--- src/design/bsfr_pkg.sv ---
package bsfr_pkg;

  // Largest buffer size the length register may ask for
  localparam int unsigned MAX_FRAME = 4096;

  // Default depth of the queue between front and back
  localparam int unsigned FIFO_DEPTH_DEF = 4;

  // Field widths
  localparam int unsigned BYTE_W = 8;
  localparam int unsigned CNT_W  = 12;
  localparam int unsigned MLEN_W = 13;
  localparam int unsigned IDX_W  = 2;

  // Stuffing codes
  localparam logic [BYTE_W-1:0] ESC_BYTE = 8'hfd;
  localparam logic [BYTE_W-1:0] ALT_BYTE = 8'hff;

  // Register indexes
  localparam logic [IDX_W-1:0] CFG_HEAD = 2'd0;
  localparam logic [IDX_W-1:0] CFG_TAIL = 2'd1;
  localparam logic [IDX_W-1:0] CFG_MLEN = 2'd2;

  // Register reset values
  localparam logic [BYTE_W-1:0] HEAD_RST = 8'hff;
  localparam logic [BYTE_W-1:0] TAIL_RST = 8'hfe;
  localparam logic [MLEN_W-1:0] MLEN_RST = 13'd4096;

  // Receiver mode, one-hot
  typedef enum logic [2:0] {
    MODE_HUNT = 3'b001,
    MODE_BODY = 3'b010,
    MODE_ESC  = 3'b100
  } bsfr_mode_e;

  // One result item
  typedef struct packed {
    logic [BYTE_W-1:0] payload_byte;
    logic              frame_end;
    logic [CNT_W-1:0]  frame_length;
    logic              truncated;
  } bsfr_res_t;

  // Stored-byte limit: clamp to [2, MAX_FRAME], minus one, cap to count range
  function automatic logic [CNT_W-1:0] bsfr_limit(input logic [MLEN_W-1:0] mlen);
    logic [31:0] m;
    m = 32'(mlen);
    if (m < 32'd2) m = 32'd2;
    if (m > 32'(MAX_FRAME)) m = 32'(MAX_FRAME);
    m = m - 32'd1;
    if (m > 32'((1 << CNT_W) - 1)) m = 32'((1 << CNT_W) - 1);
    return m[CNT_W-1:0];
  endfunction

endpackage

--- src/design/byte_stuffed_frame_receiver_unit.sv ---
// Channel  | Direction | Handshake                | Payload
// ---------+-----------+--------------------------+------------------------------------
// rx       | in        | rx_valid_i / rx_ready_o  | rx_byte_i
// res      | out       | res_valid_o / res_ready_i| payload_byte_o, frame_end_o,
//          |           |                          | frame_length_o, truncated_o
// cfg      | in        | cfg_we_i (no wait)       | cfg_idx_i, cfg_data_i
//
// One raw byte per cycle while the result queue is not full; the front decodes it in the cycle it is taken.
// A result is written into the queue at the edge that takes its byte, then moves on into the output register.
// rx_ready_o drops only when the result queue (FIFO_DEPTH entries) is full.
// Reset clears mode, count, queue and output valid; registers take defaults.
module byte_stuffed_frame_receiver_unit import bsfr_pkg::*; #(
  parameter int unsigned FIFO_DEPTH = FIFO_DEPTH_DEF
) (
  input  logic              clk_i,
  input  logic              rst_ni,
  input  logic              cfg_we_i,
  input  logic [IDX_W-1:0]  cfg_idx_i,
  input  logic [MLEN_W-1:0] cfg_data_i,
  input  logic              rx_valid_i,
  output logic              rx_ready_o,
  input  logic [BYTE_W-1:0] rx_byte_i,
  output logic              res_valid_o,
  input  logic              res_ready_i,
  output logic [BYTE_W-1:0] payload_byte_o,
  output logic              frame_end_o,
  output logic [CNT_W-1:0]  frame_length_o,
  output logic              truncated_o
);

  logic      q_full, q_push, q_valid, q_pop;
  bsfr_res_t q_wdata, q_rdata;

  bsfr_front u_front (
    .clk_i      (clk_i),
    .rst_ni     (rst_ni),
    .cfg_we_i   (cfg_we_i),
    .cfg_idx_i  (cfg_idx_i),
    .cfg_data_i (cfg_data_i),
    .rx_valid_i (rx_valid_i),
    .rx_ready_o (rx_ready_o),
    .rx_byte_i  (rx_byte_i),
    .q_full_i   (q_full),
    .q_push_o   (q_push),
    .q_data_o   (q_wdata)
  );

  bsfr_fifo #(
    .DEPTH (FIFO_DEPTH)
  ) u_fifo (
    .clk_i   (clk_i),
    .rst_ni  (rst_ni),
    .push_i  (q_push),
    .data_i  (q_wdata),
    .full_o  (q_full),
    .valid_o (q_valid),
    .pop_i   (q_pop),
    .data_o  (q_rdata)
  );

  bsfr_back u_back (
    .clk_i          (clk_i),
    .rst_ni         (rst_ni),
    .q_valid_i      (q_valid),
    .q_pop_o        (q_pop),
    .q_data_i       (q_rdata),
    .res_valid_o    (res_valid_o),
    .res_ready_i    (res_ready_i),
    .payload_byte_o (payload_byte_o),
    .frame_end_o    (frame_end_o),
    .frame_length_o (frame_length_o),
    .truncated_o    (truncated_o)
  );

endmodule

--- src/design/bsfr_front.sv ---
module bsfr_front import bsfr_pkg::*; (
  input  logic              clk_i,
  input  logic              rst_ni,
  // configuration
  input  logic              cfg_we_i,
  input  logic [IDX_W-1:0]  cfg_idx_i,
  input  logic [MLEN_W-1:0] cfg_data_i,
  // raw bytes
  input  logic              rx_valid_i,
  output logic              rx_ready_o,
  input  logic [BYTE_W-1:0] rx_byte_i,
  // toward the queue
  input  logic              q_full_i,
  output logic              q_push_o,
  output bsfr_res_t         q_data_o
);

  logic [BYTE_W-1:0] head_q, tail_q;
  logic [CNT_W-1:0]  limit_q;
  bsfr_mode_e        mode_q, mode_d;
  logic [CNT_W-1:0]  cnt_q, cnt_d;
  logic              acc;
  logic              push;
  bsfr_res_t         res;

  // Configuration registers; the limit is worked out once at write time
  always_ff @(posedge clk_i or negedge rst_ni) begin
    if (!rst_ni) begin
      head_q  <= HEAD_RST;
      tail_q  <= TAIL_RST;
      limit_q <= bsfr_limit(MLEN_RST);
    end else if (cfg_we_i) begin
      case (cfg_idx_i)
        CFG_HEAD: head_q  <= cfg_data_i[BYTE_W-1:0];
        CFG_TAIL: tail_q  <= cfg_data_i[BYTE_W-1:0];
        CFG_MLEN: limit_q <= bsfr_limit(cfg_data_i);
        default: ;
      endcase
    end
  end

  // Input stalls while the queue is full, even for bytes that yield no result
  assign rx_ready_o = !q_full_i;
  assign acc        = rx_valid_i && rx_ready_o;

  // Byte classification and mode update
  always_comb begin
    mode_d = mode_q;
    cnt_d  = cnt_q;
    push   = 1'b0;
    res    = '0;
    case (mode_q)
      MODE_BODY: begin
        if (rx_byte_i == ESC_BYTE && cnt_q < limit_q) begin
          mode_d = MODE_ESC;
        end else if (rx_byte_i == tail_q || cnt_q >= limit_q) begin
          push             = 1'b1;
          res.frame_end    = 1'b1;
          res.frame_length = cnt_q;
          res.truncated    = (rx_byte_i != tail_q);
          mode_d           = MODE_HUNT;
          cnt_d            = '0;
        end else begin
          push             = 1'b1;
          res.payload_byte = rx_byte_i;
          cnt_d            = cnt_q + 1'b1;
        end
      end
      MODE_ESC: begin
        mode_d = MODE_BODY;
        if (rx_byte_i == ESC_BYTE || rx_byte_i == ALT_BYTE) begin
          push             = 1'b1;
          res.payload_byte = rx_byte_i;
          cnt_d            = cnt_q + 1'b1;
        end
      end
      default: begin
        // hunting, or a mode code with no meaning
        mode_d = MODE_HUNT;
        if (rx_byte_i == head_q) begin
          mode_d = MODE_BODY;
          cnt_d  = '0;
        end
      end
    endcase
  end

  always_ff @(posedge clk_i or negedge rst_ni) begin
    if (!rst_ni) begin
      mode_q <= MODE_HUNT;
      cnt_q  <= '0;
    end else if (acc) begin
      mode_q <= mode_d;
      cnt_q  <= cnt_d;
    end
  end

  assign q_push_o = acc && push;
  assign q_data_o = res;

endmodule

--- src/design/bsfr_fifo.sv ---
module bsfr_fifo import bsfr_pkg::*; #(
  parameter int unsigned DEPTH = FIFO_DEPTH_DEF
) (
  input  logic      clk_i,
  input  logic      rst_ni,
  input  logic      push_i,
  input  bsfr_res_t data_i,
  output logic      full_o,
  output logic      valid_o,
  input  logic      pop_i,
  output bsfr_res_t data_o
);

  localparam int unsigned PTR_W = (DEPTH > 1) ? $clog2(DEPTH) : 1;
  localparam int unsigned CNT_W_F = $clog2(DEPTH + 1);
  localparam logic [PTR_W-1:0]   LAST = PTR_W'(DEPTH - 1);
  localparam logic [CNT_W_F-1:0] FULL = CNT_W_F'(DEPTH);

  bsfr_res_t          mem_q [DEPTH];
  logic [PTR_W-1:0]   wr_q, rd_q;
  logic [CNT_W_F-1:0] fill_q;
  logic               do_pop;

  assign full_o  = (fill_q == FULL);
  assign valid_o = (fill_q != '0);
  assign do_pop  = pop_i && valid_o;
  assign data_o  = mem_q[rd_q];

  // Storage
  always_ff @(posedge clk_i) begin
    if (push_i) begin
      mem_q[wr_q] <= data_i;
    end
  end

  // Pointers and fill count
  always_ff @(posedge clk_i or negedge rst_ni) begin
    if (!rst_ni) begin
      wr_q   <= '0;
      rd_q   <= '0;
      fill_q <= '0;
    end else begin
      if (push_i) begin
        wr_q <= (wr_q == LAST) ? '0 : wr_q + 1'b1;
      end
      if (do_pop) begin
        rd_q <= (rd_q == LAST) ? '0 : rd_q + 1'b1;
      end
      if (push_i && !do_pop) begin
        fill_q <= fill_q + 1'b1;
      end else if (do_pop && !push_i) begin
        fill_q <= fill_q - 1'b1;
      end
    end
  end

endmodule

--- src/design/bsfr_back.sv ---
module bsfr_back import bsfr_pkg::*; (
  input  logic              clk_i,
  input  logic              rst_ni,
  input  logic              q_valid_i,
  output logic              q_pop_o,
  input  bsfr_res_t         q_data_i,
  output logic              res_valid_o,
  input  logic              res_ready_i,
  output logic [BYTE_W-1:0] payload_byte_o,
  output logic              frame_end_o,
  output logic [CNT_W-1:0]  frame_length_o,
  output logic              truncated_o
);

  logic      valid_q;
  bsfr_res_t res_q;

  // Load a new result when the register is empty or being drained
  assign q_pop_o = q_valid_i && (!valid_q || res_ready_i);

  always_ff @(posedge clk_i or negedge rst_ni) begin
    if (!rst_ni) begin
      valid_q <= 1'b0;
    end else if (!valid_q || res_ready_i) begin
      valid_q <= q_valid_i;
    end
  end

  always_ff @(posedge clk_i) begin
    if (q_pop_o) begin
      res_q <= q_data_i;
    end
  end

  assign res_valid_o    = valid_q;
  assign payload_byte_o = res_q.payload_byte;
  assign frame_end_o    = res_q.frame_end;
  assign frame_length_o = res_q.frame_length;
  assign truncated_o    = res_q.truncated;

endmodule
--- config.mk ---
export PLATFORM = sky130hd
export DESIGN_NAME = byte_stuffed_frame_receiver_unit
export DESIGN_NICKNAME = d
export VERILOG_FILES = /design/src/design/bsfr_pkg.sv /design/src/design/byte_stuffed_frame_receiver_unit.sv /design/src/design/bsfr_front.sv /design/src/design/bsfr_fifo.sv /design/src/design/bsfr_back.sv
export SDC_FILE = /design/constraint.sdc
export NUM_CORES = 1
export LEC_CHECK = 0
export BUFFER_PORTS_ARGS = -buffer_cell sky130_fd_sc_hd__buf_2
export CAP_MARGIN = 20
export CELL_PAD_IN_SITES_DETAIL_PLACEMENT = 0
export CELL_PAD_IN_SITES_GLOBAL_PLACEMENT = 1
export CORE_ASPECT_RATIO = 0.6
export CORE_MARGIN = 3
export CORE_UTILIZATION = 50
export DETAILED_ROUTE_END_ITERATION = 10
export GPL_TIMING_DRIVEN = 0
export PLACE_DENSITY = 0.81
export SLEW_MARGIN = 25
export SYNTH_ARGS = -nofsm -noshare
export SYNTH_HDL_FRONTEND = slang
export SYNTH_SLANG_ARGS = --single-unit
--- constraint.sdc ---
create_clock -name clk_i -period 3.5 [get_ports clk_i]
set_input_delay 0.7 -clock clk_i [delete_from_list [all_inputs] [get_ports clk_i]]
set_output_delay 0.7 -clock clk_i [all_outputs]
set_load 0.1 [all_outputs]
# Yosys cells after proc, flatten, opt, wreduce, memory -nomap -nowiden
# Memory sizes are Yosys's and may differ from the RTL's. A register that Yosys moved wholly into a read port is not among the register bits.
# Cells that the tools add are included.
# W data, S select, Z words.
[op_classes]
order_cmp = 5
n_addsub = 6
n_mux = 31
n_reduce_logical = 23
n_eq_ne = 15
[ops]
columns = ["operator", "n"]
rows = [
  ["$mux W32", 5],
  ["$mux W12", 5],
  ["$gt A32 B12 Y1 const B", 1],
  ["$gt A32 B13 Y1 const B", 1],
  ["$sub A32 B1 Y32 const B", 1],
  ["$mux W14", 2],
  ["$pmux W12 S2", 1],
  ["$mux W22", 1],
  ["$eq A8 B8 Y1", 2],
  ["$eq A8 B8 Y1 const B", 2],
  ["$mux W8", 2],
  ["$pmux W8 S2", 1],
  ["$lt A13 B2 Y1 const B", 1],
  ["$mux W13", 1],
  ["$add A12 B1 Y12 const B", 1],
  ["$ge A12 B12 Y1", 1],
  ["$lt A12 B12 Y1", 1],
  ["$mux W3", 4],
  ["$ne A8 B8 Y1", 1],
  ["$reduce_and A2 Y1", 4],
  ["$logic_and A1 B1 Y1", 7],
  ["$eq A2 B2 Y1 const B", 3],
  ["$eq A3 B3 Y1 const B", 2],
  ["$mux W2", 3],
  ["other kinds (17)", 27],
]
[totals]
n_memories = 1
reg_bits = 51
ram_bits = 88
elab_cells = 90
[mem_list]
columns = ["name", "words", "word_bits", "rd", "rd_ports_with_merged_regs", "wr", "line_no", "source"]
rows = [
  ["u_fifo.mem_q", 4, 22, 1, 1, 1, "bsfr_fifo.sv:19", "bsfr_res_t mem_q [DEPTH];"],
]

# Longest topological paths before layout
# Gate-level depths: netlist of the first run.
[logic_depth]
ltp_word = 11
mapped_depth = 13

# Cells and area by module
# From an unflattened synthesis of the first run, not the netlist that was laid out.
[unflattened]
cells_unflattened = 522
hier_area_um2 = 7499.7
[modules_own_cells]
columns = ["mod", "instances", "area_per_inst_um2", "cells_each"]
rows = [
  ["bsfr_fifo", 1, 3639.7, 152],
  ["bsfr_front", 1, 3155.5, 344],
  ["bsfr_back", 1, 704.4, 26],
]

# Least setup slack after synthesis of the first run
# Ideal clock, no wire load.
[synth_timing]
path_type = "input to register"
from = "input cfg_data_i[3]"
to = "register u_front.limit_q[9]"
setup_slack_ps = 76
required_time_ps = 3417
arrival_ps = 3341
cell_stages = 10
path_cell_list = "or3_4 -> or4_1 -> buf_6 -> o311ai_0 -> ha_1 -> clkbuf_2 -> o21a_1 -> ha_1 -> nand4b_4 -> o32a_1"
[synth_via]
elab_chain_len = 11
[synth_rtl]
columns = ["element", "line_no", "source"]
rows = [
  ["from (decl)", "byte_stuffed_frame_receiver_unit.sv:19", "input logic [MLEN_W-1:0] cfg_data_i,"],
  ["$lt A13 B2 Y1", "bsfr_pkg.sv:48", "if (m < 32'd2) m = 32'd2;"],
  ["$mux W13 *", "bsfr_pkg.sv:48", ""],
  ["$mux W32 *", "bsfr_front.sv:33", "case (cfg_idx_i)"],
  ["$mux W32 *", "bsfr_front.sv:32", "end else if (cfg_we_i) begin"],
  ["$gt A32 B13 Y1", "bsfr_pkg.sv:49", "if (m > 32'(MAX_FRAME)) m = 32'(MAX_FRAME);"],
  ["$mux W32 *", "bsfr_pkg.sv:49", ""],
  ["$mux W32 *", "bsfr_front.sv:33", ""],
  ["$mux W32 *", "bsfr_front.sv:32", ""],
  ["$sub A32 B1 Y32 *", "bsfr_pkg.sv:50", "m = m - 32'd1;"],
  ["$gt A32 B12 Y1", "bsfr_pkg.sv:51", "if (m > 32'((1 << CNT_W) - 1)) m = 32'((1 << CNT_W) - 1);"],
  ["$mux W12 *", "bsfr_pkg.sv:51", ""],
  ["to (signal assigned)", "bsfr_front.sv:31", "limit_q <= bsfr_limit(MLEN_RST);"],
  ["to (signal assigned)", "bsfr_front.sv:36", "CFG_MLEN: limit_q <= bsfr_limit(cfg_data_i);"],
  ["to (decl)", "bsfr_front.sv:19", "logic [CNT_W-1:0] limit_q;"],
]
# Mark *: on every way between the ends. The rest lies on a longest branch, timed or not. The select of a mux whose other input is x is not followed.
# A chain may end at the register's enable or synchronous reset.

# Worst setup path after layout of the first run
# Ends and elaborated chain as after synthesis.

==> results by group, run 1 <==
Clock network
  • CTS tree: done
  • Clock slew seen by the registers of the worst setup and hold paths: 60 ps
  • Root Driver: clkbuf_16
  • H-tree depth: 4
  • CTS Buf Count: 17
  • CTS max path bufs: 2
  • Hold buffer count at CTS: 0
  • TritonCTS Sinks: between 150 and 200
  • Worst skew pair latency: 420 ps

Synthesis
  • Sequential-to-total area share from yosys stat: 63.1%
  • Ys async rst share: 31.7%
  • EDFF count, synth: between 100 and 150
  • Yosys Warn Count: 0
  • Primary FF master, synth: edfxtp_1
  • Post-Syn Area: roughly 0.0073 mm^2
  • Mapped Nets: between 500 and 600
  • Count of different cell masters after synthesis: 64
  • Avg Cell Area, Syn: ~14 um^2
  • Cells after synthesis: ~500
  • Flops & latches, synth: 161

Global route
  • Met2 usage: between 20% and 30%
  • Grt total ovfl: 0
  • GRT Overall Usage: about a fifth
  • Vias in the first global route: 4387
  • Grt peak-use layer: met1
  • Antenna violations before repair: 0
  • Global-route wire length before repair: around 24 mm
  • Met1 Use GR: between 20 and 30%
  • Pin count of the biggest net entering global routing: between 50 and 60
  • Met3 Track Usage GR: approximately 4.0%

Power and ir drop
  • PwrDens: between 700 and 800 mW/mm^2
  • Leak: between 3 and 4 nW
  • Max VDD drop: around 480 uV
  • Total power: around 0.0067 W

Drt
  • ANT nets after route: 0
  • DRT Wirelength: between 10 and 15 mm
  • Via count: 4409
  • DRT iter0 DRCs: roughly 340
  • WL/cell: between 15 and 20 um
  • Vias/cell: about 5.6
  • DR pass1 iterations: 5
  • DRC viols: 0

Setup path
  • Required @ worst endpoint: 3840 ps
  • Arrival time worst endpoint: ~3700 ps
  • Crit. End Element: flop
  • Critical path type: input port to flop
  • CP Max Fanout: 10
  • Slowest CP cell: or3_4
  • Type of origin of the critical path: input port
  • Cell depth of the worst flop-to-flop path: 13
  • Max stage delay on crit path: approximately 420 ps
  • Most used cell, CP: ha_1
  • Crit-path cells: buf_2 > or3_4 > or4_1 > buf_6 > o311ai_1 > ha_1 > clkbuf_2 > o21a_1 > ha_1 > nand4b_4 > o32a_1

Placement
  • Worst slack, placed: -437 ps
  • Placer congestion estimate: 0.809
  • Post-DP HPWL: just over 10 mm
  • IO Port Bufs: 50
  • DP Cell Count: ~750

Cells and area
  • ANT cells: 0
  • Layout Cells excl Fill: 783
  • Share of cells above drive strength 1: a little under a third
  • Area grow syn2layout: 16.2%
  • # fillers: roughly 1100
  • Final net count: about 630

Run
  • Number of max-cap violations: 0

Floorplan
  • DIE AREA: between 0.015 and 0.02 mm^2
  • Core area: 0.0140 mm^2
  • Initial core utilization: between 50% and 60%
  • Placement Rows: 33
  • Top Ports: 52
  • Die Y: 99.7 um
  • Die X: 162 um

Timing
  • WHS: 319 ps
  • Final min period: roughly 3300 ps
  • Final setup fails: 0
  • Setup TNS: 0 ps
  • Setup Skew: 12.2 ps
  • Worst-margin pin slew: ~850 ps
  • Max Slew Vio Count: 0
  • Fin. Hold Viols: 0
  • Max Fclk: 0.301 GHz
  • Fin crit share: around 95%
  • Setup ws final: ~180 ps
  • Slew headroom: between 40% and 50%

Outcome
  • Status: finished, final reports clean

Worst hold path
  • Hold crit path type: input port to async pin
## path summary, 6_finish.rpt
kind	startpoint	to	slack (ps)
max in group asynchronous	rst_ni	u_fifo.wr_q[0]	2740
min	rst_ni	u_front.cnt_q[11]	320
max reg2reg	u_front.limit_q[11]	u_fifo.fill_q[2]	190
min in group clk_i	res_ready_i	u_back.res_valid_o	470
max	cfg_data_i[3]	u_front.limit_q[9]	180
min reg2reg	u_fifo.fill_q[2]	u_fifo.fill_q[2]	500
## metal layers
layer | vias up | share of wire [%]
met1 | 2231 | 50
met4 | 0 | 0.61
li1 | 2066 | -
met5 | - | 0
met2 | 105 | 45
met3 | 7 | 4.5
## kinds of logic (layout without fill, tap and decap cells)
kind of cell,count (synthesis),after routing,synth area share [%]
mux,41,41,9.69
simple gates,128,128,10.2
buf+inv,48,134,2.60
xor+xnor,22,22,2.64
compound gates,82,82,7.77
fa+ha+maj,23,23,4.04
flops,161,161,63.1
## cells in the mapped netlist (2+ instances only)
master,count,area [um^2]
nand2b_1,3,18.8
o32a_1,2,20.0
o22a_1,7,61.3
a311oi_1,3,26.3
a21o_1,4,30.0
mux4_2,22,495
nand3b_1,2,15.0
nor3_1,8,40.0
nor2b_1,3,18.8
o31ai_1,4,30.0
or4_1,2,15.0
nor2_1,27,101
nand4_1,10,62.6
nor4_1,3,18.8
dfstp_2,28,736
o22ai_1,7,43.8
xor2_1,3,26.3
o21a_1,4,30.0
nand3_1,8,40.0
a211oi_1,2,15.0
a21oi_1,20,100
or2_2,3,18.8
clkbuf_1,11,41.3
inv_1,31,116
o21ai_0,12,60.1
buf_1,2,7.51
ha_1,22,275
nand2_1,21,78.8
and2_1,12,75.1
a22oi_1,5,37.5
mux2_2,18,203
edfxtp_1,110,3300
xnor2_1,19,166
and3_1,13,81.3
o41ai_1,2,17.5
or3_1,2,12.5
dfrtp_1,23,576
## power breakdown
group / switching (W) / internal [W]
Sequential: 0.000196 / 0.00246
Combinational: 0.00153 / 0.000621
Clock: 0.000788 / 0.00108
## per-stage QoR
stage               util [%]  cell area [um^2]
floorplan                  -              7310
detailed placement      56.3              7850
CTS                     60.6              8460
global placement        55.9              7800
finish                  60.9              8500
global route            60.9              8500
## registers in the layout, indices dropped and copies added (netlist names), 2 cells and up
name,flops
u_fifo.rd_q,2
u_front.head_q,8
u_back.payload_byte_o,8
u_front.tail_q,8
u_front.cnt_q,12
u_back.frame_length_o,12
u_fifo.wr_q,2
u_front.limit_q,12
u_front.mode_q,3
u_fifo.fill_q,3
u_fifo.mem_q,88
## critical path: cells and delay by family
kind | cells | cell delay, ps
buffers and inverters | 3 | 550
AND/OR/NAND/NOR | 3 | 1040
AO/OA/AOI/OAI | 3 | 970
adder cells (fa/ha/maj) | 2 | 390
## what timing repair did
action | 4_1_cts | 5_1_grt
hold endpoints to repair | 0 | 0
buffers inserted | 0 | 3
pin swaps | 0 | 2
resized for setup | 2 | 3
setup endpoints to repair | 2 | 4
## layout by cell type (no fill, tap or decap), types with 7 or more instances in the layout
cell type	netlist	routed
buf_2	1	50
o22a_1	7	7
o22ai_1	7	7
mux4_2	22	22
clkbuf_16	0	17
o21ai_0	12	12
ha_1	22	21
edfxtp_1	110	110
dfstp_2	28	28
mux2_2	18	18
and3_1	13	13
a21oi_1	20	19
nand3_1	8	8
dfrtp_1	23	23
nor2_1	27	27
clkbuf_1	11	12
inv_1	31	31
nor3_1	8	8
and2_1	12	8
nand2_1	21	21
nand4_1	10	10
xnor2_1	19	19
## layout make-up
class                   count  area (um^2)  share of cell area, %
repair buffers             54          303                   3.56
flip-flops and latches    161         4610                   54.3
plain buffers              16         70.1                  0.824
clock inverters            14          171                   2.02
inverters                  32          120                   1.41
well taps                 192          240                   2.83
clock buffers              18          429                   5.05
multi-input cells         296         2550                   30.0
Power figures use the tool's default switching activity.
==> run 2: changes to the inputs <==
Settings changed: MAX_ROUTING_LAYER set to met4, SLEW_MARGIN 25 to 30.
Clock period 3.5 ns to 3.3 ns, I/O delays scaled along.
==> results by group, run 2 (synthesized netlist as in run 1, its figures left out) <==
Power and ir drop
  • Seq pwr share: a little under 40%
  • Sw Pwr: approximately 0.0027 W
  • Switching Fraction: between 30% and 40%
  • Leak: around 3.2 nW
  • Max VDD drop: a little over 500 uV
  • PwrDens: between 800 and 900 mW/mm^2
  • Clk pwr share: between 20% and 30%
  • Pint: 0.00440 W
  • Comb pwr share: about 32%

Floorplan
  • Die X: around 160 um
  • Core area: ~0.014 mm^2
  • Die Y: 99.7 um
  • Initial core utilization: a little over half
  • Placement Rows: 33
  • DIE AREA: 0.0162 mm^2
  • Top Ports: 52

Cells and area
  • Most frequent cells in the layout: edfxtp_1 (110), buf_2 (50), inv_1 (31), dfstp_2 (28), nor2_1 (26)
  • Final net count: ~640
  • Area grow syn2layout: 17.1%
  • Share of cells above drive strength 1: 32.0%
  • Finished layout cell area: 0.00856 mm^2
  • Reg with most FFs: u_fifo.mem_q
  • Most common library cell in the layout ignoring fill and taps: edfxtp_1
  • Max reg flops: 88

Setup path
  • Buffers & Inverters on Critical Path: 2
  • R2r endpoint: u_fifo.fill_q[1]
  • Most used cell, CP: inv_1
  • Critical R2R Launch: u_front.limit_q[1]
  • Max stage delay on crit path: about 570 ps
  • CP Max Fanout: 8
  • Crit. End Element: flop
  • Required @ worst endpoint: ~3600 ps
  • Cell depth of the worst flop-to-flop path: 11
  • Slowest CP cell: nor4_4
  • Arrival time worst endpoint: 3460 ps
  • Crit-path cells: inv_1 > ha_1 > nor2b_1 > o211ai_1 > a21oi_4 > nor4_4 > a211oi_4 > ha_2 > inv_1 > fa_2 > mux2_2
  • Critical path type: flop to flop
  • Type of origin of the critical path: flop
  • R2R setup slack: 160 ps
  • Cell family with most CP delay: adder cells

Clock network
  • CTS tree: done
  • Worst skew pair latency: 440 ps
  • TritonCTS Sinks: 161
  • H-tree depth: 4
  • CTS max path bufs: 2
  • Clock slew seen by the registers of the worst setup and hold paths: 70 ps
  • Root Driver: clkbuf_16
  • CTS Buf Count: 17

Global route
  • Global-route wire length before repair: 24.4 mm
  • Pin count of the biggest net entering global routing: 52
  • GRT Overall Usage: between 20% and 30%
  • Antenna violations before repair: 1
  • Vias in the first global route: 4537
  • Grt total ovfl: 0

Drt
  • Vias/cell: ~5.7
  • DRC viols: 0
  • DR pass1 iterations: 4
  • Via count: between 4000 and 5000
  • ANT nets after route: 0
  • DRT iter0 DRCs: around 370
  • DRT Wirelength: about 15 mm
  • WL/cell: ~19 um

Placement
  • Worst slack, placed: -442 ps
  • Placer congestion estimate: a little over 0.8
  • Cell Area, Placed: 0.00783 mm^2
  • IO Port Bufs: 50
  • Post-DP HPWL: between 10 and 15 mm

Timing
  • Max Slew Vio Count: 0
  • Worst-margin pin slew: between 800 and 900 ps
  • Slew headroom: between 40% and 50%
  • Final setup fails: 0
  • Fin crit share: roughly 95%
  • Max Fclk: between 0.3 and 0.4 GHz
  • Setup Skew: about 30 ps
  • Fin. Hold Viols: 0
  • Setup ws final: 155 ps
  • Final min period: about 3100 ps

Outcome
  • Status: finished, final reports clean

Run
  • Number of max-cap violations: 0

Worst hold path
  • Hold crit path type: input port to async pin
[run 2: timing repair]
action                                  CTS  global route
hold buffers                              0             0
endpoints found under the setup margin   67            88
cloned                                    0             1
buffers inserted                          1             9
pin swaps                                 1             9
hold endpoints to repair                  0             0
resized for setup                         3             7
[run 2: worst max-delay path by stage]
| stage | start | to | cells past startpoint |
|---|---|---|---|
| global route | u_front.limit_q[1] | u_fifo.mem_q[1][12] | 9 |
| finish | u_front.limit_q[1] | u_fifo.fill_q[1] | 11 |
| CTS | cfg_data_i[3] | u_front.limit_q[9] | 12 |
| global placement | rx_byte_i[7] | u_fifo.mem_q[0][10] | 7 |
| detailed placement | cfg_data_i[3] | u_front.limit_q[9] | 12 |
| floorplan | cfg_data_i[3] | u_front.limit_q[9] | 11 |
[run 2: cell type report]
cell class / count / area, um^2
diodes: 1 / 2.50
plain buffers: 15 / 65.1
clock buffers: 18 / 429
clock inverters: 14 / 166
fillers: 1095 / 5400
inverters: 32 / 120
multi-input cells: 297 / 2590
flip-flops and latches: 161 / 4610
well taps: 192 / 240
repair buffers: 60 / 328
[run 2: metrics by stage]
| stage | TNS, ps | total power (W) | utilization, % | hold slack [ps] | std cells |
|---|---|---|---|---|---|
| after global placement | -38910 | 0.00507 | 55.9 | 480 | 747 |
| after CTS | 0 | 0.00714 | 60.5 | 292 | 780 |
| after floorplan | 0 | 0.00465 | - | 364 | 505 |
| final | 0 | 0.00710 | 61.3 | 251 | 790 |
| after global routing | -335 | 0.00744 | 61.3 | 306 | 790 |
| after detailed placement | -14320 | 0.00513 | 56.1 | 509 | 747 |
[run 2: worst register-to-register path, cell delays in order (launching register included)]
cell	delay (ps)
dfstp_2	530
inv_1	40
ha_1	280
nor2b_1	130
o211ai_1	250
a21oi_4	110
nor4_4	570
a211oi_4	150
ha_2	230
inv_1	70
fa_2	420
mux2_2	270
[run 2: power groups by stage]
stage	sequential (W)	clock, W	combinational (W)
after CTS	0.00282	0.00202	0.00229
after floorplan	0.00371	0	0.000941
final	0.00282	0.00199	0.00229
after global placement	0.00285	0	0.00222
after global routing	0.00287	0.00211	0.00246
after detailed placement	0.00286	0	0.00227
[run 2: per-layer routing]
| layer | share of wire (%) | global-route usage [%] | vias to the layer above |
|---|---|---|---|
| li1 | - | - | 2085 |
| met1 | 49 | 29.9 | 2292 |
| met2 | 45 | 29.1 | 147 |
| met3 | 5.8 | 4.33 | 14 |
| met4 | 0.79 | 5.24 | 0 |
| met5 | 0 | - | - |
